[src/hw/rtl/premultiplied_gamma_adjust_core_assert.svh]
// assertion macros for the premultiplied gamma adjust core
`ifndef PREMULTIPLIED_GAMMA_ADJUST_CORE_ASSERT_SVH
`define PREMULTIPLIED_GAMMA_ADJUST_CORE_ASSERT_SVH

`ifndef SYNTHESIS

// same-cycle implication, disabled during reset
`define PGA_ASSERT_IMPL(lbl, clk, rst, ante, cons, msg) \
  lbl: assert property (@(posedge clk) disable iff (rst) (ante) |-> (cons)) else $error(msg);

// next-cycle implication, disabled during reset
`define PGA_ASSERT_NEXT(lbl, clk, rst, ante, cons, msg) \
  lbl: assert property (@(posedge clk) disable iff (rst) (ante) |=> (cons)) else $error(msg);

`else

`define PGA_ASSERT_IMPL(lbl, clk, rst, ante, cons, msg)
`define PGA_ASSERT_NEXT(lbl, clk, rst, ante, cons, msg)

`endif

`endif

[src/hw/rtl/pga_pkg.sv]
// shared types and constants for the premultiplied gamma adjust core
`timescale 1ns / 1ps
`default_nettype none

package pga_pkg;

  localparam int BYTE_W     = 8;
  localparam int PIX_W      = 32;
  localparam int NUM_CH     = 3;
  localparam int TAB_DEPTH  = 256;
  localparam int TAB_AW     = 8;
  localparam int RCP_W      = 15;
  localparam int PROD_W     = RCP_W + BYTE_W;
  localparam int IN_DATA_W  = 64;
  localparam int RCP_NUM    = 65536;
  localparam int RCP_MAX    = (1 << RCP_W) - 1;

  localparam logic [BYTE_W-1:0] BYTE_MAX     = 8'hFF;
  localparam logic [BYTE_W-1:0] ALPHA_OPAQUE = 8'hFF;
  localparam logic [BYTE_W-1:0] ALPHA_CLEAR  = 8'h00;

  typedef logic [NUM_CH-1:0][BYTE_W-1:0] chan_vec_t;

  typedef enum logic [1:0] {
    MODE_LOAD,
    MODE_OPAQUE,
    MODE_PASS,
    MODE_PARTIAL
  } mode_t;

  // item leaving the index stage, channel 2 red, 1 green, 0 blue
  typedef struct packed {
    logic              valid;
    mode_t             mode;
    logic              last;
    logic [BYTE_W-1:0] alpha;
    chan_vec_t         color;
    chan_vec_t         addr;
    chan_vec_t         wdata;
  } idx_item_t;

endpackage

`default_nettype wire

[src/hw/rtl/pga_table_ram.sv]
// one 256 x 8 gamma table with registered read
`timescale 1ns / 1ps
`default_nettype none

module pga_table_ram (
  input  wire logic                      clk,
  input  wire logic                      we,
  input  wire logic [pga_pkg::TAB_AW-1:0] waddr,
  input  wire logic [pga_pkg::BYTE_W-1:0] wdata,
  input  wire logic                      re,
  input  wire logic [pga_pkg::TAB_AW-1:0] raddr,
  output logic      [pga_pkg::BYTE_W-1:0] rdata
);
  import pga_pkg::*;

  logic [BYTE_W-1:0] mem [TAB_DEPTH];

  always_ff @(posedge clk) begin
    if (we) begin
      mem[waddr] <= wdata;
    end
    if (re) begin
      rdata <= mem[raddr];
    end
  end

endmodule

`default_nettype wire

[config.mk]
export PLATFORM = sky130hd
export DESIGN_NAME = pga_table_ram
export DESIGN_NICKNAME = d
export VERILOG_FILES = /design/src/hw/rtl/premultiplied_gamma_adjust_core_assert.svh /design/src/hw/rtl/pga_pkg.sv /design/src/hw/rtl/pga_table_ram.sv
export SDC_FILE = /design/constraint.sdc
export NUM_CORES = 2
export LEC_CHECK = 0
export BUFFER_PORTS_ARGS = -buffer_cell sky130_fd_sc_hd__buf_2
export CAP_MARGIN = 20
export CORE_MARGIN = 2
export CORE_UTILIZATION = 35
export CTS_BUF_LIST = sky130_fd_sc_hd__clkbuf_2
export DETAILED_ROUTE_END_ITERATION = 12
export HOLD_SLACK_MARGIN = 0.08
export PLACE_DENSITY = 0.57
export RECOVER_POWER = 100
export SLEW_MARGIN = 20
export SYNTH_ARGS = -nofsm -noshare
export SYNTH_HDL_FRONTEND = slang
export SYNTH_SLANG_ARGS = --single-unit
[constraint.sdc]
create_clock -name clk -period 7.48 [get_ports clk]
set_input_delay 1.496 -clock clk [delete_from_list [all_inputs] [get_ports clk]]
set_output_delay 1.496 -clock clk [all_outputs]
set_load 0.05 [all_outputs]
==> run summary <==
status: complete, but fails checks
failing checks: capacitance limit, slew limit
CP top delay family: buffers and inverters
Syn. warnings: 0
final hold vios: 0
Setup CP Type: input pin to register
Synth Area in Compound Gates: 3.42%
core area: 227,000 um2
worst r2r src: mem[82][5]
largest area contributor in the netlist: edfxtp_1
clock slew at the register clock pins of the worst setup and hold paths: 0.10 ns
Slew headroom: -285%
Worst Tran Pin Value: 5.77 ns
unrepaired setup endpoints after global routing: false
number of synthesized flops with an enable pin: 2,056
share of the synthesized area in the top cell type: 77.5%
startpoint types: input pin
TritonCTS Buffers: 542
Final setup viols: 0
detailed-placement wirelength estimate: 121,000 um
worst r2r dst: rdata[5]
period utilization: 74.1%
Worst R2R Setup Slack: 4.08 ns
Slowest-stage cell, CP: clkbuf_1
register area share after synthesis: 77.5%
Max Fanout on Critical Path: 105
setup bufs post-CTS: 0
clk sinks: 2,056
full die area: 231,000 um2
layout cells sized above 1: 30.0%
DP Worst Slack: 1.85 ns
Final ANT Viol Nets: 0
post-synthesis mux area share: 14.6%
Vias: 40,284
post-synth cell types: 54
WL/cell: 27.7 um
fin crit period: 5.55 ns
final clock skew: 0.129 ns
Cells after Synth: 3,733
final worst setup slack: 1.93 ns
Synthesized Nets: 3,760
deepest clock path buffer count: 4
simple-gate area share of the yosys netlist: 2.63%
Port Buffers: 34
CTS tree: built
overall die height: 481 um
prevailing post-synth register cell: edfxtp_1
I/O pin cnt: 35
total number of H-tree levels: 6
vias in the first global route: 41,806
via/cell ratio: 5.37
R2R cell count: 6
mean area per synthesized cell: 21.3 um2
Tot GR Track Use: 17.8%
initial antenna violation count: 16
worst stage delay on the critical path: 3.90 ns
Worst VDD drop: 0.000185 V
Root Buffer: clkbuf_2
largest net degree at the start of global routing: 216
gpl congestion: 0.855
Remaining DRCs: 0
clk_lat worst skew: 1.80 ns
# Max-Cap Violations: 22
synthesized cell area: 79,600 um2
Crit path depth: 2
first-pass iteration count of the detailed router: 8
largest family of logic cells by synthesized area: multiplexers
critical path, cell by cell: dlygate4sd3_1 -> clkbuf_1
chip width: 481 um
adder-cell share of the synthesized area: 0%
Critical Path Start: wdata[1]
remaining global-route overflow: 0
P&R area growth vs syn: 9.93%
Synth area leaders: edfxtp_1 78%, mux4_2 13%, mux2i_1 1.7%, nor2_1 1.3%, a22oi_1 1.3%
FFs w/ async S/R, synth: 0%
Worst EP required: 8.10 ns
global-route wire length before repair: 298,000 um
CP endpoint: mem[151][1]
Max Clk Rate: 180 MHz
Hold Crit Class: input pin to register
Worst Path Arrival: 6.16 ns
Max Slew Vio Count: 988
Synth Area in XOR/XNOR: 0%
FP Rows: 175
Post-Route WL: 208,000 um
FF+latch count, synth: 2,056
layout net count: 4,195
worst path buffer plus inverter count: 2
P_leak: 27.3 nW
Power Dens Cells: 244 nW/um2
CP endpoint kind: register
Initial Util: 35.1%
Detailed Route Iter0 Violations: 4,228
setup TNS: 0 ns
fillers: 20,822
-- what timing repair did --
action | 4_1_cts | 5_1_grt
setup endpoints to repair | 0 | 0
hold buffers | 9 | 0
gates resized for setup | 0 | 0
endpoints found under the hold margin | 297 | 0
-- kinds of logic after synthesis --
group                  Yosys count
AO/OA/AOI/OAI                  385
buffers and inverters          235
flip-flops                    2056
multiplexers                   591
AND/OR/NAND/NOR                466
-- worst min-delay path by stage --
stage | to | cells past startpoint | slack, ns | from
floorplan | rdata[3] | 6 | 0.86 | mem[40][3]
finish | mem[220][1] | 3 | 0.44 | waddr[3]
detailed placement | rdata[3] | 6 | 1.12 | mem[40][3]
global placement | rdata[3] | 6 | 1.16 | mem[40][3]
global route | mem[220][1] | 3 | 0.23 | waddr[3]
CTS | mem[220][1] | 3 | 0.10 | waddr[2]
-- layout make-up --
type                            instances  area (um2)  area share, %
Inverter                                2        7.51        0.00858
Tap cell                             3009        3760           4.30
Timing Repair Buffer                  124        1050           1.20
Antenna cell                            4        10.0         0.0114
Clock buffer                          761        3810           4.35
Sequential cell                      2056       61700           70.5
Clock inverter                        108         659          0.753
Multi-Input combinational cell       1442       16500           18.9
-- power breakdown --
part	total (W)	switching (W)	internal [W]
Sequential	0.0127	0.0000195	0.0127
Clock	0.00744	0.00445	0.00300
Combinational	0.00115	0.000779	0.000369
Total	0.0213	0.00524	0.0161
-- metal layers --
metal / up-vias / share of wire [%] / GRT usage [%]
li1: 16860 / - / -
met1: 21251 / 41 / 23.9
met2: 1795 / 49 / 28.4
met3: 374 / 7.6 / 4.23
met4: 4 / 2.9 / 6.25
met5: - / 0.013 / 0
-- metrics by stage --
stage | util (%) | instance area [um2] | instances | power (W) | hold slack (ns)
2_1_floorplan | - | 79600 | 3733 | 0.0136 | 0.864
3_3_place_gp | 36.6 | 83100 | 6621 | 0.0141 | 1.16
3_5_place_dp | 36.6 | 83100 | 6623 | 0.0141 | 1.12
4_1_cts | 38.7 | 87700 | 7501 | 0.0215 | 0.101
5_1_grt | 38.6 | 87500 | 7505 | 0.0222 | 0.232
6_report | 38.6 | 87500 | 7506 | 0.0213 | 0.437
-- cell usage after synthesis (4+ instances only) --
| cell | count |
|---|---|
| nand2b_1 | 8 |
| mux4_2 | 454 |
| a21oi_1 | 96 |
| buf_6 | 21 |
| mux2i_1 | 134 |
| nor3_1 | 22 |
| a22oi_1 | 133 |
| buf_8 | 13 |
| nand2_1 | 33 |
| nand3_1 | 34 |
| clkbuf_1 | 111 |
| o211ai_1 | 10 |
| o22ai_1 | 28 |
| o32ai_1 | 4 |
| nand4_1 | 10 |
| o22a_1 | 5 |
| o221ai_1 | 46 |
| a221oi_1 | 13 |
| nor2_1 | 282 |
| o21ai_0 | 10 |
| nor2b_1 | 31 |
| nor4_1 | 24 |
| buf_2 | 31 |
| or2_2 | 4 |
| a22o_1 | 8 |
| and2_1 | 6 |
| buf_4 | 27 |
| a211oi_1 | 16 |
| buf_12 | 8 |
| buf_1 | 22 |
| edfxtp_1 | 2056 |
-- flip-flops by register name (all words and copies together), names as in the netlist --
name,cells
mem,2048
rdata,8
-- placed cells by master, fill, tap and decap left out, types with 10 or more instances in the layout --
| cell | n |
|---|---|
| edfxtp_1 | 2056 |
| clkbuf_2 | 762 |
| mux4_2 | 454 |
| nor2_1 | 280 |
| mux2i_1 | 134 |
| a22oi_1 | 133 |
| a21oi_1 | 96 |
| clkinv_1 | 79 |
| buf_4 | 50 |
| o221ai_1 | 46 |
| nand3_1 | 34 |
| clkbuf_1 | 34 |
| nand2_1 | 33 |
| o22ai_1 | 28 |
| nor2b_1 | 28 |
| nor3_1 | 22 |
| nor4_1 | 20 |
| a211oi_1 | 16 |
| buf_12 | 16 |
| a221oi_1 | 13 |
| nand4_1 | 10 |
| o211ai_1 | 10 |
| o21ai_0 | 10 |
| inv_2 | 10 |
| clkinv_2 | 10 |
-- worst min-delay path, delay by kind of cell --
family        cells  cell delay (ns)
simple gates      2             0.34
buf+inv           1             0.17
Note: power is estimated with default switching activity, not from simulation.
