[src/hw/rtl/premultiplied_gamma_adjust_core_assert.svh]
// assertion macros for the premultiplied gamma adjust core
`ifndef PREMULTIPLIED_GAMMA_ADJUST_CORE_ASSERT_SVH
`define PREMULTIPLIED_GAMMA_ADJUST_CORE_ASSERT_SVH

`ifndef SYNTHESIS

// same-cycle implication, disabled during reset
`define PGA_ASSERT_IMPL(lbl, clk, rst, ante, cons, msg) \
  lbl: assert property (@(posedge clk) disable iff (rst) (ante) |-> (cons)) else $error(msg);

// next-cycle implication, disabled during reset
`define PGA_ASSERT_NEXT(lbl, clk, rst, ante, cons, msg) \
  lbl: assert property (@(posedge clk) disable iff (rst) (ante) |=> (cons)) else $error(msg);

`else

`define PGA_ASSERT_IMPL(lbl, clk, rst, ante, cons, msg)
`define PGA_ASSERT_NEXT(lbl, clk, rst, ante, cons, msg)

`endif

`endif

[src/hw/rtl/pga_pkg.sv]
// shared types and constants for the premultiplied gamma adjust core
`timescale 1ns / 1ps
`default_nettype none

package pga_pkg;

  localparam int BYTE_W     = 8;
  localparam int PIX_W      = 32;
  localparam int NUM_CH     = 3;
  localparam int TAB_DEPTH  = 256;
  localparam int TAB_AW     = 8;
  localparam int RCP_W      = 15;
  localparam int PROD_W     = RCP_W + BYTE_W;
  localparam int IN_DATA_W  = 64;
  localparam int RCP_NUM    = 65536;
  localparam int RCP_MAX    = (1 << RCP_W) - 1;

  localparam logic [BYTE_W-1:0] BYTE_MAX     = 8'hFF;
  localparam logic [BYTE_W-1:0] ALPHA_OPAQUE = 8'hFF;
  localparam logic [BYTE_W-1:0] ALPHA_CLEAR  = 8'h00;

  typedef logic [NUM_CH-1:0][BYTE_W-1:0] chan_vec_t;

  typedef enum logic [1:0] {
    MODE_LOAD,
    MODE_OPAQUE,
    MODE_PASS,
    MODE_PARTIAL
  } mode_t;

  // item leaving the index stage, channel 2 red, 1 green, 0 blue
  typedef struct packed {
    logic              valid;
    mode_t             mode;
    logic              last;
    logic [BYTE_W-1:0] alpha;
    chan_vec_t         color;
    chan_vec_t         addr;
    chan_vec_t         wdata;
  } idx_item_t;

endpackage

`default_nettype wire

[src/hw/rtl/pga_index_unit.sv]
// decode, reciprocal lookup and table index stages
`timescale 1ns / 1ps
`default_nettype none

module pga_index_unit (
  input  wire logic                         clk,
  input  wire logic                         rst,
  input  wire logic                         in_valid,
  output logic                              in_ready,
  input  wire logic [pga_pkg::IN_DATA_W-1:0] in_data,
  input  wire logic                         in_action,
  input  wire logic                         in_last,
  input  wire logic                         down_ready,
  output pga_pkg::idx_item_t                item
);
  import pga_pkg::*;

  // reciprocal rom, constant values worked out at elaboration
  logic [RCP_W-1:0] rcp_rom [TAB_DEPTH];

  for (genvar i = 0; i < TAB_DEPTH; i++) begin : g_rcp
    localparam int DIV = (i == 0) ? 1 : i;
    localparam int QUO = RCP_NUM / DIV;
    localparam int VAL = (QUO > RCP_MAX) ? RCP_MAX : QUO;
    assign rcp_rom[i] = RCP_W'(VAL);
  end

  // input decode
  logic [BYTE_W-1:0] in_alpha;
  chan_vec_t         in_color;
  chan_vec_t         in_wdata;
  mode_t             in_mode;

  assign in_alpha = in_data[31:24];
  assign in_color = in_data[23:0];
  assign in_wdata = {in_data[47:40], in_data[55:48], in_data[63:56]};

  always_comb begin
    if (in_action) begin
      in_mode = MODE_LOAD;
    end else if (in_alpha == ALPHA_OPAQUE) begin
      in_mode = MODE_OPAQUE;
    end else if (in_alpha == ALPHA_CLEAR) begin
      in_mode = MODE_PASS;
    end else begin
      in_mode = MODE_PARTIAL;
    end
  end

  // stage 1
  logic              v1;
  mode_t             mode1;
  logic              last1;
  logic [BYTE_W-1:0] alpha1;
  chan_vec_t         color1;
  chan_vec_t         wdata1;
  logic [BYTE_W-1:0] eidx1;
  logic [RCP_W-1:0]  rcp1;

  // stage 2
  logic              v2;
  mode_t             mode2;
  logic              last2;
  logic [BYTE_W-1:0] alpha2;
  chan_vec_t         color2;
  chan_vec_t         addr2;
  chan_vec_t         wdata2;

  logic en1;
  logic en2;

  assign en2      = ~v2 | down_ready;
  assign en1      = ~v1 | en2;
  assign in_ready = en1;

  always_ff @(posedge clk) begin
    if (rst) begin
      v1 <= 1'b0;
    end else if (en1) begin
      v1 <= in_valid;
    end
  end

  always_ff @(posedge clk) begin
    if (en1) begin
      mode1  <= in_mode;
      last1  <= in_last;
      alpha1 <= in_alpha;
      color1 <= in_color;
      wdata1 <= in_wdata;
      eidx1  <= in_data[39:32];
      rcp1   <= rcp_rom[in_alpha];
    end
  end

  // un-premultiply index per channel
  logic [PROD_W-1:0] prod [NUM_CH];
  chan_vec_t         addr_next;

  always_comb begin
    for (int k = 0; k < NUM_CH; k++) begin
      prod[k] = rcp1 * color1[k];
      case (mode1)
        MODE_LOAD:    addr_next[k] = eidx1;
        MODE_OPAQUE:  addr_next[k] = color1[k];
        MODE_PARTIAL: addr_next[k] = (color1[k] > alpha1) ? BYTE_MAX : prod[k][15:8];
        default:      addr_next[k] = color1[k];
      endcase
    end
  end

  always_ff @(posedge clk) begin
    if (rst) begin
      v2 <= 1'b0;
    end else if (en2) begin
      v2 <= v1;
    end
  end

  always_ff @(posedge clk) begin
    if (en2) begin
      mode2  <= mode1;
      last2  <= last1;
      alpha2 <= alpha1;
      color2 <= color1;
      addr2  <= addr_next;
      wdata2 <= wdata1;
    end
  end

  assign item = '{valid: v2, mode: mode2, last: last2, alpha: alpha2,
                  color: color2, addr: addr2, wdata: wdata2};

endmodule

`default_nettype wire

[config.mk]
export PLATFORM = sky130hd
export DESIGN_NAME = pga_index_unit
export DESIGN_NICKNAME = d
export VERILOG_FILES = /design/src/hw/rtl/premultiplied_gamma_adjust_core_assert.svh /design/src/hw/rtl/pga_pkg.sv /design/src/hw/rtl/pga_index_unit.sv
export SDC_FILE = /design/constraint.sdc
export NUM_CORES = 1
export LEC_CHECK = 0
export BUFFER_PORTS_ARGS = -buffer_cell sky130_fd_sc_hd__buf_2
export CAP_MARGIN = 20
export CORE_ASPECT_RATIO = 1.5
export CORE_MARGIN = 2
export CORE_UTILIZATION = 25
export DETAILED_ROUTE_END_ITERATION = 12
export SYNTH_ARGS = -nofsm -noshare
export SYNTH_HDL_FRONTEND = slang
export SYNTH_SLANG_ARGS = --single-unit
[constraint.sdc]
create_clock -name clk -period 5.64 [get_ports clk]
set_input_delay 0.282 -clock clk [delete_from_list [all_inputs] [get_ports clk]]
set_output_delay 0.282 -clock clk [all_outputs]
set_load 0.02 [all_outputs]
==> summary.md <==
| Metric | Value |
|---|---|
| Result of the run | completed |
| Most common library cells after synthesis | 219 x and2_1, 218 x inv_1, 177 x fa_1, 165 x edfxtp_1, 132 x nand2_1 |
| Type of the worst min-delay path | input port to flop |
| Cell depth of the worst flop-to-flop path | 14 |
| Worst-path maximum fanout | 18 |
| Fin. max-slew vios | 0 |
| Mean cell area of the mapped netlist | 9.907 um^2 |
| Area growth from synthesis to layout | 15.15% |
| Total power divided by cell area | 416.9 nW/um^2 |
| Routed WL | about 57,000 um |
| Main flop type after synthesis | edfxtp_1 |
| Maximum Capacitance Violations | 0 |
| Post-route clock period utilization | 95.66% |
| Final total power | around 8 mW |
| Critical Path, Cell by Cell | buf_4, and2_1, fa_1, fa_1, fa_1, inv_1, fa_1, inv_1, ha_1, or2_2, o41ai_1, o21ai_0, xnor2_1, a311oi_1 |
| Buffers added on ports | 154 |
| Clock transition at path regs | ~0.090 ns |
| Multi-input gate area | 10,780 um^2 |
| Clock root buffer | clkbuf_16 |
| Post-synth top area cell | edfxtp_1 |
| Post-synthesis cell area | roughly 17,000 um^2 |
| Remaining max-slew budget at the tightest pin | 30.72% |
| Most frequent cell after synthesis | and2_1 |
| Cells resized by post-CTS repair | 0 |
| Die Wd | 217.5 um |
| DRC violation count after routing | 0 |
| Final Hold Viols | 0 |
| Final design instance area without fill | approximately 20,000 um^2 |
| Global-route wire length before repair | 85,430 um |
| Gate Count Post-Synth | 1,725 |
| Number of distinct library cells after synthesis | between 70 and 80 |
| Actual slew at the worst max-slew pin | around 1.0 ns |
| Total area of sequential cells | ~5000 um^2 |
| Final estimated routing congestion in global placement | 0.9605 |
| Synth warnings | 0 |
| Total track usage | approximately 16% |
| Number of failing setup endpoints in the final timing report | 0 |
| Initial DRC count | roughly 1,400 |
| Peak ir drop on the vdd network | 0.3356 mV |
| Post-placement cell area | 18,730 um^2 |
| Startpoint of the lowest-slack hold path | in_data[21] |
| Sinks on Clock Net | 167 |
| Classification of the worst setup path | flop to flop |
| Hold path depth | 1 |
| Standard cell with the maximum stage delay on the critical path | edfxtp_1 |
| Total via count in the routed design | between 10,000 and 15,000 |
| H-Tree Depth | 4 |
| Detail-routed via count per cell | 5.035 |
| Effective utilization at floorplan | 25.21% |
| TritonCTS buffer count | 17 |
| Critical path data arrival time | 5.62 ns |
| Top Ports | 155 |
| Setup Skew | 0.02347 ns |
| WP depth | 14 |
| Number of global-route vias before repair | roughly 14,000 |
| Proportion of register bits with asynchronous set or reset after synthesis | 0% |
| Nature of the critical path endpoint | flop |
| Sequential share of the synthesized area | 29.23% |
| Number of synthesized register bits | 167 |
| Worst path most repeated cell | fa_1 |
| Final global-route overflow total | 0 |
| RSZ-0062 raised after global routing | false |
| Area share of the largest cell type after synthesis | 28.99% |
| Endpoint of the worst-slack reg-to-reg timing path | item[45]$_DFFE_PP_ |
| Pin count of the biggest net entering global routing | 74 |
| Chip Height | ~320 um |
| Worst EP required | 5.87 ns |
| Fmax | 185.4 MHz |
| Setup_tns | 0 ns |
| Number of antenna violations at the first check in global routing | 1 |
| Total Nets Final | 2,201 |
| Hold Crit Endpoint | color1[21]$_DFFE_PP_ |
| Number of synthesized flops with an enable pin | 165 |
| Tmin final | ~5.4 ns |
| Mapped Nets | 2,075 |
| Max clock buf depth | 2 |
| Post-DP HPWL | 42,020 um |
| Startpoint of the lowest-slack register-to-register path | rcp1[7]$_DFFE_PP_ |
| Fraction of layout instances using a drive strength above 1 | between 10% and 20% |
| Average detailed-routed wire length per instance | 20.55 um |
| R2R Setup Slk | about 0.24 ns |
| Total Die Area | ~71,000 um^2 |
| Count of fill cells added during filler insertion | about 7,000 |
| CTS tree | yes |
| Clock latency on the worst-skew pair | between 0.4 and 0.5 ns |
| Core area | 67,780 um^2 |
| Leak | 8.586 nW |
| Most area-consuming cells after synthesis | edfxtp_1 29%, fa_1 21%, and2_1 8.0%, ha_1 7.5%, inv_1 4.8% |
| TritonRoute pass-1 iters | 8 |
| Delay-heaviest family, CP | adder cells |
| Number of nets with antenna violations after detailed routing | 0 |
| Standard-cell row count | 117 |
| Combined buffer and inverter count along the critical path | 3 |
| CP max stage delay | 0.78 ns |
| Crit path launch type | flop |
-- registers in the layout (all words and copies together), names as in the netlist, 8 cells and up --
register	count
color1	24
item	72
eidx1	8
alpha1	8
rcp1	15
wdata1	24
alpha2	8
-- per-stage QoR --
| stage | hold WS, ns | instances | setup WS, ns | utilization [%] |
|---|---|---|---|---|
| 6_report | 0.01020 | 2757 | 0.2449 | 29.04 |
| 3_3_place_gp | 0.4002 | 2695 | 0.3073 | 27.64 |
| 2_1_floorplan | 0.3544 | 1725 | 1.070 | - |
| 5_1_grt | 0.001190 | 2756 | 0.01885 | 29.03 |
| 4_1_cts | 0.0002103 | 2744 | 0.1834 | 28.85 |
| 3_5_place_dp | 0.4045 | 2695 | 0.2090 | 27.64 |
-- area by class of cell --
type / instances / area share [%]
well taps: 892 / 5.671
clock buffers: 17 / 2.162
flip-flops and latches: 167 / 25.38
inverters: 220 / 4.202
clock inverters: 15 / 1.132
multi-input cells: 1229 / 54.76
diodes: 1 / 0.01272
repair buffers: 216 / 6.682
-- worst max-delay path by stage --
stage                                   start  slack (ns)                 end
after floorplan           color1[2]$_DFFE_PP_        1.07  item[29]$_DFFE_PP_
after global placement      rcp1[6]$_DFFE_PP_        0.31  item[47]$_DFFE_PP_
after detailed placement    rcp1[6]$_DFFE_PP_        0.21  item[45]$_DFFE_PP_
after CTS                   rcp1[6]$_DFFE_PP_        0.18  item[45]$_DFFE_PP_
after global routing        rcp1[7]$_DFFE_PP_        0.02  item[45]$_DFFE_PP_
final                       rcp1[7]$_DFFE_PP_        0.24  item[45]$_DFFE_PP_
-- layout by cell type, fill, tap and decap left out, types with 5 or more instances in the layout --
| cell type | Yosys | final |
|---|---|---|
| and2_1 | 219 | 219 |
| inv_1 | 218 | 217 |
| fa_1 | 177 | 177 |
| edfxtp_1 | 165 | 165 |
| buf_2 | 31 | 154 |
| nand2_1 | 132 | 131 |
| ha_1 | 103 | 103 |
| a21oi_1 | 82 | 82 |
| o21ai_0 | 73 | 73 |
| nor2_1 | 53 | 53 |
| xnor2_1 | 36 | 36 |
| buf_4 | 6 | 34 |
| nor2b_1 | 33 | 33 |
| a21o_1 | 28 | 28 |
| nand2b_1 | 26 | 26 |
| dlygate4sd3_1 | 0 | 23 |
| nand3_1 | 21 | 21 |
| a311oi_1 | 21 | 21 |
| clkbuf_16 | 0 | 17 |
| a211oi_1 | 15 | 15 |
| o211ai_1 | 15 | 15 |
| o22ai_1 | 14 | 14 |
| nor3_1 | 13 | 13 |
| and3_1 | 13 | 13 |
| xor2_1 | 12 | 12 |
| a31oi_1 | 12 | 12 |
| mux4_2 | 10 | 10 |
| a21boi_0 | 9 | 9 |
| mux2i_1 | 8 | 8 |
| o31ai_1 | 7 | 7 |
| a211o_1 | 6 | 6 |
| o21ai_1 | 6 | 6 |
| clkinv_8 | 0 | 6 |
| a221oi_1 | 5 | 5 |
| a31o_2 | 5 | 5 |
-- cell families (layout without fill, tap and decap cells) --
group | after synthesis | in the layout | synth area share [%]
muxes | 19 | 19 | 1.852
AOI/OAI and AO/OA | 342 | 342 | 13.20
adders and majority gates | 280 | 280 | 28.27
other | 0 | 1 | 0
and+or+nand+nor | 537 | 537 | 16.83
buffers and inverters | 329 | 468 | 7.760
DFF | 167 | 167 | 29.23
xor gates and xnor gates | 51 | 51 | 2.855
-- power breakdown --
| part | total (mW) | internal [mW] | leakage [nW] | switching (mW) |
|---|---|---|---|---|
| Clock | 1.28 | 0.627 | 0.311 | 0.649 |
| Combinational | 5.22 | 2.15 | 6.51 | 3.07 |
| Sequential | 1.71 | 1.55 | 1.77 | 0.154 |
-- metal layers --
| metal | share of wire, % | vias up | wire [um] | GRT usage, % |
|---|---|---|---|---|
| met4 | 5.1 | 2 | 2913 | 7.793 |
| met5 | 0.023 | - | 13 | 0 |
| met1 | 36 | 6990 | 20570 | 17.98 |
| met3 | 5.8 | 160 | 3306 | 1.393 |
| met2 | 53 | 671 | 29860 | 29.42 |
| li1 | - | 6058 | - | - |
-- repair_timing --
item | in CTS | in global routing
buffers inserted | 0 | 6
endpoints found under the hold margin | 18 | 6
hold buffers | 17 | 6
setup endpoints to repair | 0 | 2
Note: power is estimated with default switching activity, not from simulation.
