## src/hw/rtl/premultiplied_gamma_adjust_core_assert.svh

```systemverilog
// assertion macros for the premultiplied gamma adjust core
`ifndef PREMULTIPLIED_GAMMA_ADJUST_CORE_ASSERT_SVH
`define PREMULTIPLIED_GAMMA_ADJUST_CORE_ASSERT_SVH

`ifndef SYNTHESIS

// same-cycle implication, disabled during reset
`define PGA_ASSERT_IMPL(lbl, clk, rst, ante, cons, msg) \
  lbl: assert property (@(posedge clk) disable iff (rst) (ante) |-> (cons)) else $error(msg);

// next-cycle implication, disabled during reset
`define PGA_ASSERT_NEXT(lbl, clk, rst, ante, cons, msg) \
  lbl: assert property (@(posedge clk) disable iff (rst) (ante) |=> (cons)) else $error(msg);

`else

`define PGA_ASSERT_IMPL(lbl, clk, rst, ante, cons, msg)
`define PGA_ASSERT_NEXT(lbl, clk, rst, ante, cons, msg)

`endif

`endif

```

## src/hw/rtl/pga_pkg.sv

```systemverilog
// shared types and constants for the premultiplied gamma adjust core
`timescale 1ns / 1ps
`default_nettype none

package pga_pkg;

  localparam int BYTE_W     = 8;
  localparam int PIX_W      = 32;
  localparam int NUM_CH     = 3;
  localparam int TAB_DEPTH  = 256;
  localparam int TAB_AW     = 8;
  localparam int RCP_W      = 15;
  localparam int PROD_W     = RCP_W + BYTE_W;
  localparam int IN_DATA_W  = 64;
  localparam int RCP_NUM    = 65536;
  localparam int RCP_MAX    = (1 << RCP_W) - 1;

  localparam logic [BYTE_W-1:0] BYTE_MAX     = 8'hFF;
  localparam logic [BYTE_W-1:0] ALPHA_OPAQUE = 8'hFF;
  localparam logic [BYTE_W-1:0] ALPHA_CLEAR  = 8'h00;

  typedef logic [NUM_CH-1:0][BYTE_W-1:0] chan_vec_t;

  typedef enum logic [1:0] {
    MODE_LOAD,
    MODE_OPAQUE,
    MODE_PASS,
    MODE_PARTIAL
  } mode_t;

  // item leaving the index stage, channel 2 red, 1 green, 0 blue
  typedef struct packed {
    logic              valid;
    mode_t             mode;
    logic              last;
    logic [BYTE_W-1:0] alpha;
    chan_vec_t         color;
    chan_vec_t         addr;
    chan_vec_t         wdata;
  } idx_item_t;

endpackage

`default_nettype wire

```

## src/hw/rtl/pga_remul_unit.sv

```systemverilog
// re-premultiply, saturate and output register stages
`timescale 1ns / 1ps
`default_nettype none

`include "premultiplied_gamma_adjust_core_assert.svh"

module pga_remul_unit (
  input  wire logic                     clk,
  input  wire logic                     rst,
  input  pga_pkg::idx_item_t            item,
  input  wire pga_pkg::chan_vec_t       tval,
  output logic                          up_ready,
  output logic                          out_valid,
  input  wire logic                     out_ready,
  output logic [pga_pkg::PIX_W-1:0]     out_pixel,
  output logic                          out_last
);
  import pga_pkg::*;

  logic en3;
  logic en4;
  logic en5;

  // stage 3, table data arrives from the rams in this cycle
  logic              v3;
  mode_t             mode3;
  logic              last3;
  logic [BYTE_W-1:0] alpha3;
  chan_vec_t         color3;

  // stage 4
  logic                v4;
  mode_t               mode4;
  logic                last4;
  logic [BYTE_W-1:0]   alpha4;
  chan_vec_t           color4;
  chan_vec_t           tval4;
  chan_vec_t           excess4;
  logic [BYTE_W:0]     scaled4 [NUM_CH];

  // stage 5 is the output register
  logic v5;

  assign en5      = ~v5 | out_ready;
  assign en4      = ~v4 | en5;
  assign en3      = ~v3 | en4;
  assign up_ready = en3;

  // load items end at the table write
  always_ff @(posedge clk) begin
    if (rst) begin
      v3 <= 1'b0;
    end else if (en3) begin
      v3 <= item.valid && (item.mode != MODE_LOAD);
    end
  end

  always_ff @(posedge clk) begin
    if (en3) begin
      mode3  <= item.mode;
      last3  <= item.last;
      alpha3 <= item.alpha;
      color3 <= item.color;
    end
  end

  logic [BYTE_W:0]     factor;
  logic [2*BYTE_W:0]   prod [NUM_CH];
  logic [BYTE_W:0]     scaled_next [NUM_CH];
  chan_vec_t           excess_next;

  assign factor = {1'b0, alpha3} + (BYTE_W+1)'(alpha3[BYTE_W-1]);

  always_comb begin
    for (int k = 0; k < NUM_CH; k++) begin
      prod[k]        = tval[k] * factor;
      scaled_next[k] = prod[k][2*BYTE_W:BYTE_W];
      excess_next[k] = (color3[k] > alpha3) ? (color3[k] - alpha3) : '0;
    end
  end

  always_ff @(posedge clk) begin
    if (rst) begin
      v4 <= 1'b0;
    end else if (en4) begin
      v4 <= v3;
    end
  end

  always_ff @(posedge clk) begin
    if (en4) begin
      mode4   <= mode3;
      last4   <= last3;
      alpha4  <= alpha3;
      color4  <= color3;
      tval4   <= tval;
      excess4 <= excess_next;
      for (int k = 0; k < NUM_CH; k++) begin
        scaled4[k] <= scaled_next[k];
      end
    end
  end

  logic [BYTE_W+1:0]  sum [NUM_CH];
  chan_vec_t          sat;
  logic [PIX_W-1:0]   pixel_next;

  always_comb begin
    for (int k = 0; k < NUM_CH; k++) begin
      sum[k] = (BYTE_W+2)'(scaled4[k]) + (BYTE_W+2)'(excess4[k]);
      sat[k] = (sum[k] > (BYTE_W+2)'(BYTE_MAX)) ? BYTE_MAX : sum[k][BYTE_W-1:0];
    end
    case (mode4)
      MODE_OPAQUE:  pixel_next = {ALPHA_OPAQUE, tval4};
      MODE_PARTIAL: pixel_next = {alpha4, sat};
      default:      pixel_next = {alpha4, color4};
    endcase
  end

  always_ff @(posedge clk) begin
    if (rst) begin
      v5 <= 1'b0;
    end else if (en5) begin
      v5 <= v4;
    end
  end

  always_ff @(posedge clk) begin
    if (en5) begin
      out_pixel <= pixel_next;
      out_last  <= last4;
    end
  end

  assign out_valid = v5;

  // transparent pixels read arbitrary table entries, only partial alpha is scaled
  logic partial4;
  logic scaled_ovf;

  assign partial4   = v4 && (mode4 == MODE_PARTIAL);
  assign scaled_ovf = scaled4[0][BYTE_W] | scaled4[1][BYTE_W] | scaled4[2][BYTE_W];

  `PGA_ASSERT_IMPL(a_no_load_s3, clk, rst, v3, mode3 != MODE_LOAD, "load item past table stage")
  `PGA_ASSERT_IMPL(a_scaled_fits, clk, rst, partial4, !scaled_ovf, "scaled color above 255")
  `PGA_ASSERT_NEXT(a_stall_holds_s4, clk, rst, v4 && !en4, v4, "stalled stage 4 item lost")

endmodule

`default_nettype wire

```

## config.mk

```make
export PLATFORM = sky130hd
export DESIGN_NAME = pga_remul_unit
export DESIGN_NICKNAME = d
export VERILOG_FILES = /design/src/hw/rtl/pga_pkg.sv /design/src/hw/rtl/pga_remul_unit.sv
export VERILOG_INCLUDE_DIRS = /design/src /design/src/hw/rtl
export SDC_FILE = /design/constraint.sdc
export NUM_CORES = 1
export LEC_CHECK = 0
export ABC_CLOCK_PERIOD_IN_PS = 5400
export BUFFER_PORTS_ARGS = -buffer_cell sky130_fd_sc_hd__buf_2
export CAP_MARGIN = 20
export CORE_ASPECT_RATIO = 0.9
export CORE_MARGIN = 10
export CORE_UTILIZATION = 55
export CTS_CLUSTER_DIAMETER = 100
export DETAILED_ROUTE_END_ITERATION = 10
export PLACE_DENSITY = 0.77
export SLEW_MARGIN = 10
export SYNTH_ARGS = -nofsm -noshare
export SYNTH_HDL_FRONTEND = slang
export SYNTH_SLANG_ARGS = --single-unit
```

## constraint.sdc

```tcl
create_clock -name clk -period 5.4 [get_ports clk]
set_clock_uncertainty 0.2 [all_clocks]
set_input_delay 0.27 -clock clk [delete_from_list [all_inputs] [get_ports clk]]
set_output_delay 0.27 -clock clk [all_outputs]
set_load 0.005 [all_outputs]
```

==> out/results.md <==
| Item | This run | Unit |
| --- | --- | --- |
| Run status | complete, but fails checks | - |
| Violated checks | setup timing | - |
| Starting Density | 56.47 | % |
| Width of the chip | 190.2 | µm |
| Post-DP Area | 15800 | µm² |
| Async set or reset register ratio after synthesis | 0 | % |
| Total power per unit cell area | 369.4 | nW/µm² |
| Insertion delay to the later sink of the worst-skew pair | 0.44 | ns |
| Flop and latch count out of synthesis | 181 | - |
| Number of distinct standard cells referenced by the synthesized netlist | 59 | - |
| Row count | 55 | - |
| Mapped Avg Cell Area | 11.23 | µm² |
| CTS tree | built | - |
| Via count of the first global-routing pass | 10470 | - |
| Routed wirelength normalized by instance count | 18.71 | µm |
| CP required | 5.38 | ns |
| Worst setup slack for register-to-register paths | -0.14 | ns |
| Post-placement worst setup slack | -0.2096 | ns |
| Cell Area, Synth | 14340 | µm² |
| Number of max-slew violations in the final report | 0 | - |
| Worst reg2reg endpoint | scaled4[0][17] | - |
| GP Congestion | 0.9045 | - |
| Remaining Overflow, GRT | 0 | - |
| Critical Path Start | alpha3[0] | - |
| Number of vias per cell after detailed routing | 5.470 | - |
| Inserted Clock Buffers | 17 | - |
| DRC marker count from the first detailed-route iteration | 802 | - |
| Unrepaired setup endpoints after global routing | yes | - |
| Number of enable flip-flop cells after synthesis | 178 | - |
| Filler Cells Inserted | 1751 | - |
| Hold violation count in the final report | 0 | - |
| Final Net Count | 1915 | - |
| Total Die Area | 32940 | µm² |
| Leak pwr | 0.008180 | µW |
| Ratio of final minimum period to clock period | 102.6 | % |
| R2R cell count | 22 | - |
| Worst-case clock buffer depth | 2 | - |
| I/O pin count | 146 | - |
| Dominant synthesized flop cell | edfxtp_1 | - |
| Worst Path Max Fanout | 8 | - |
| Reg2Reg Launch Point | alpha3[0] | - |
| Worst-case setup margin in the final layout | -0.1384 | ns |
| Number of detailed-routing iterations run before antenna repair | 6 | - |
| Number of DRC violations after detailed routing | 0 | - |
| H-tree Lvls | 4 | - |
| Post-Route WL | 35130 | µm |
| Crit path capture | scaled4[0][17] | - |
| Detailed-placement wirelength estimate | 25360 | µm |
| Maximum ir drop on the vdd rail | 0.2603 | mV |
| Critical setup path kind | flip-flop to flip-flop | - |
| Sink count of the clock tree | 181 | - |
| Area Overhead vs Synth | 23.45 | % |
| Core Area | 25390 | µm² |
| Maximum number of pins on one net before global-route repair | 66 | - |
| Synthesized netlist net count | 1670 | - |
| Critical path arrival | 5.52 | ns |
| Worst-path clk slew | 0.07 | ns |
| Crit start category | flip-flop | - |
| Transition time of the tightest slew-check pin | 1.112 | ns |
| Gate count of the mapped netlist | 1277 | - |
| Antenna violations before repair | 1 | - |
| First-pass GRT wire length | 55550 | µm |
| Post-layout min period | 5.538 | ns |
| Routed via count | 10270 | - |
| Fraction of the yosys area taken by sequential cells | 37.69 | % |
| Layout cells sized above 1 | 20.78 | % |
| Classification of the worst-slack hold path | primary input to flip-flop | - |
| Warning count from the yosys run | 0 | - |
| Total setup violations reported at the end of the flow | 2 | - |
| Overall fraction of global-route tracks in use | 21.04 | % |
| PortBufs | 97 | - |
| Antenna Violating Nets Remaining | 0 | - |
| Post-route design area | 17700 | µm² |
| Max transition margin | 25.85 | % |
| Max-cap viol count | 0 | - |
| Vertical die dimension | 173.2 | µm |
| Highest attainable clock frequency | 0.1806 | GHz |
| CTS Root Buffer Type | clkbuf_16 | - |
| Capturing element type of the critical path | flip-flop | - |
==> logic make-up after synthesis <==
group,count (synthesis),synth area share [%]
and+or+nand+nor,371,13.98
xor gates and xnor gates,52,3.176
muxes,1,0.07852
buffers and inverters,222,5.820
DFF,181,37.69
AOI/OAI and AO/OA,168,7.896
adders and majority gates,282,31.36
==> worst max-delay path: stages, from the launching register on <==
cell      delay (ns)
edfxtp_1        0.42
ha_2            0.23
ha_4            0.17
nand3_4         0.12
xnor2_4         0.18
buf_12          0.14
buf_8           0.12
buf_4           0.13
and2_4          0.15
fa_1            0.55
fa_1            0.43
fa_1            0.49
inv_1           0.05
fa_1            0.49
inv_2           0.05
ha_4            0.20
a21o_1          0.20
a21oi_4         0.17
o31ai_4         0.10
a21o_1          0.22
a21bo_2         0.22
a21oi_2         0.16
xnor2_1         0.09
==> cells in the mapped netlist (2+ instances only) <==
cell type  number  area share, %
a21oi_1        51            1.8
nand4_1        10           0.44
o21bai_1        5           0.26
ha_1          153             13
nand2b_1       16           0.70
a31o_2          2           0.12
o31ai_4         3           0.44
nor2b_1        13           0.57
or2_2           4           0.17
and2b_1         4           0.21
nand4b_1        3           0.18
nor2_1         45            1.2
nand3_1        10           0.35
a31oi_1         5           0.22
nand2_1        74            1.9
a211oi_1        3           0.16
inv_1         198            5.2
or3_1           2          0.087
a21o_1         11           0.58
and3_1          4           0.17
xnor2_1        35            2.1
fa_1          129             18
xor2_1         17            1.0
dfxtp_1         3           0.42
edfxtp_1      178             37
o21a_1          4           0.21
o21ai_0        28           0.98
a21boi_0        9           0.47
nor3_1         23           0.80
o22ai_1        24            1.0
nor4_1          3           0.13
or4_1           2           0.10
clkbuf_1       22           0.58
o21ai_1         2          0.070
and2_1        155            6.8
o22a_1          4           0.24
==> layer usage <==
layer  track usage (%)  vias up  wire (µm)
met1             29.79     5059      15240
met2             32.75      392      16530
li1                  -     4779          -
met5                 0        -          0
met4             4.689        0        573
met3             4.103       43       2786
==> layout by cell type, fill, tap and decap left out, types with 10 or more instances in the layout <==
cell type,netlist,layout
edfxtp_1,178,178
nand2b_1,16,15
nand2_1,74,69
ha_4,0,14
nor2b_1,13,13
buf_4,0,75
dlygate4sd3_1,0,59
and2_1,155,150
fa_1,129,125
ha_1,153,136
o22ai_1,24,24
nand4_1,10,10
a21oi_1,51,44
nor2_1,45,40
o21ai_0,28,24
xor2_1,17,16
buf_6,0,10
a21o_1,11,11
clkbuf_16,0,17
xnor2_1,35,29
buf_2,1,99
inv_1,198,189
nor3_1,23,22
==> flip-flops by register name (all words and copies together) (netlist names), 2 cells and up <==
name and flops:
out_pixel 32, scaled4 27, color3 24, color4 24, excess4 24, tval4 24, alpha3 8, alpha4 8
mode3 2, mode4 2
==> area by class of cell <==
cell class | instances | area, µm² | share of cell area [%]
multi-input cells | 874 | 8620 | 48.69
flip-flops and latches | 181 | 5405 | 30.53
repair buffers | 250 | 1909 | 10.79
inverters | 198 | 743.2 | 4.198
clock buffers | 18 | 429.2 | 2.424
well taps | 342 | 427.9 | 2.417
clock inverters | 14 | 166.4 | 0.9400
diodes | 1 | 2.502 | 0.01414
==> where the power goes <==
part           total [µW]  switching [µW]  internal, µW
Combinational        3340            1720          1610
Sequential           1970             118          1850
Clock                1240             544           695
==> how the worst min path moves through the flow <==
stage | cells past startpoint | startpoint | to
global placement | 0 | last3 | last4
CTS | 1 | tval[8] | tval4[8]
global route | 1 | tval[8] | tval4[8]
floorplan | 1 | rst | v3
detailed placement | 0 | last3 | last4
finish | 1 | tval[8] | tval4[8]
==> stage by stage <==
stage	hold WS [ns]	setup TNS, ns	instances	util (%)	total power (µW)
floorplan	0.1391	-0.003941	1277	-	3835
global placement	0.2098	-0.9846	1762	62.21	4635
detailed placement	0.2061	-1.672	1762	62.21	4757
CTS	0.001311	-0.002086	1865	68.55	6263
global route	0.006471	-2.263	1878	69.72	6996
finish	0.01383	-0.2231	1878	69.72	6540
==> what timing repair did <==
item | CTS | global route
setup endpoints to repair | 17 | 19
gates resized for setup | 54 | 46
hold buffers | 59 | 0
pin swaps | 44 | 34
hold endpoints to repair | 59 | 0
buffers inserted | 11 | 11
cloned | 2 | 1
Note: power is estimated with default switching activity, not from simulation.
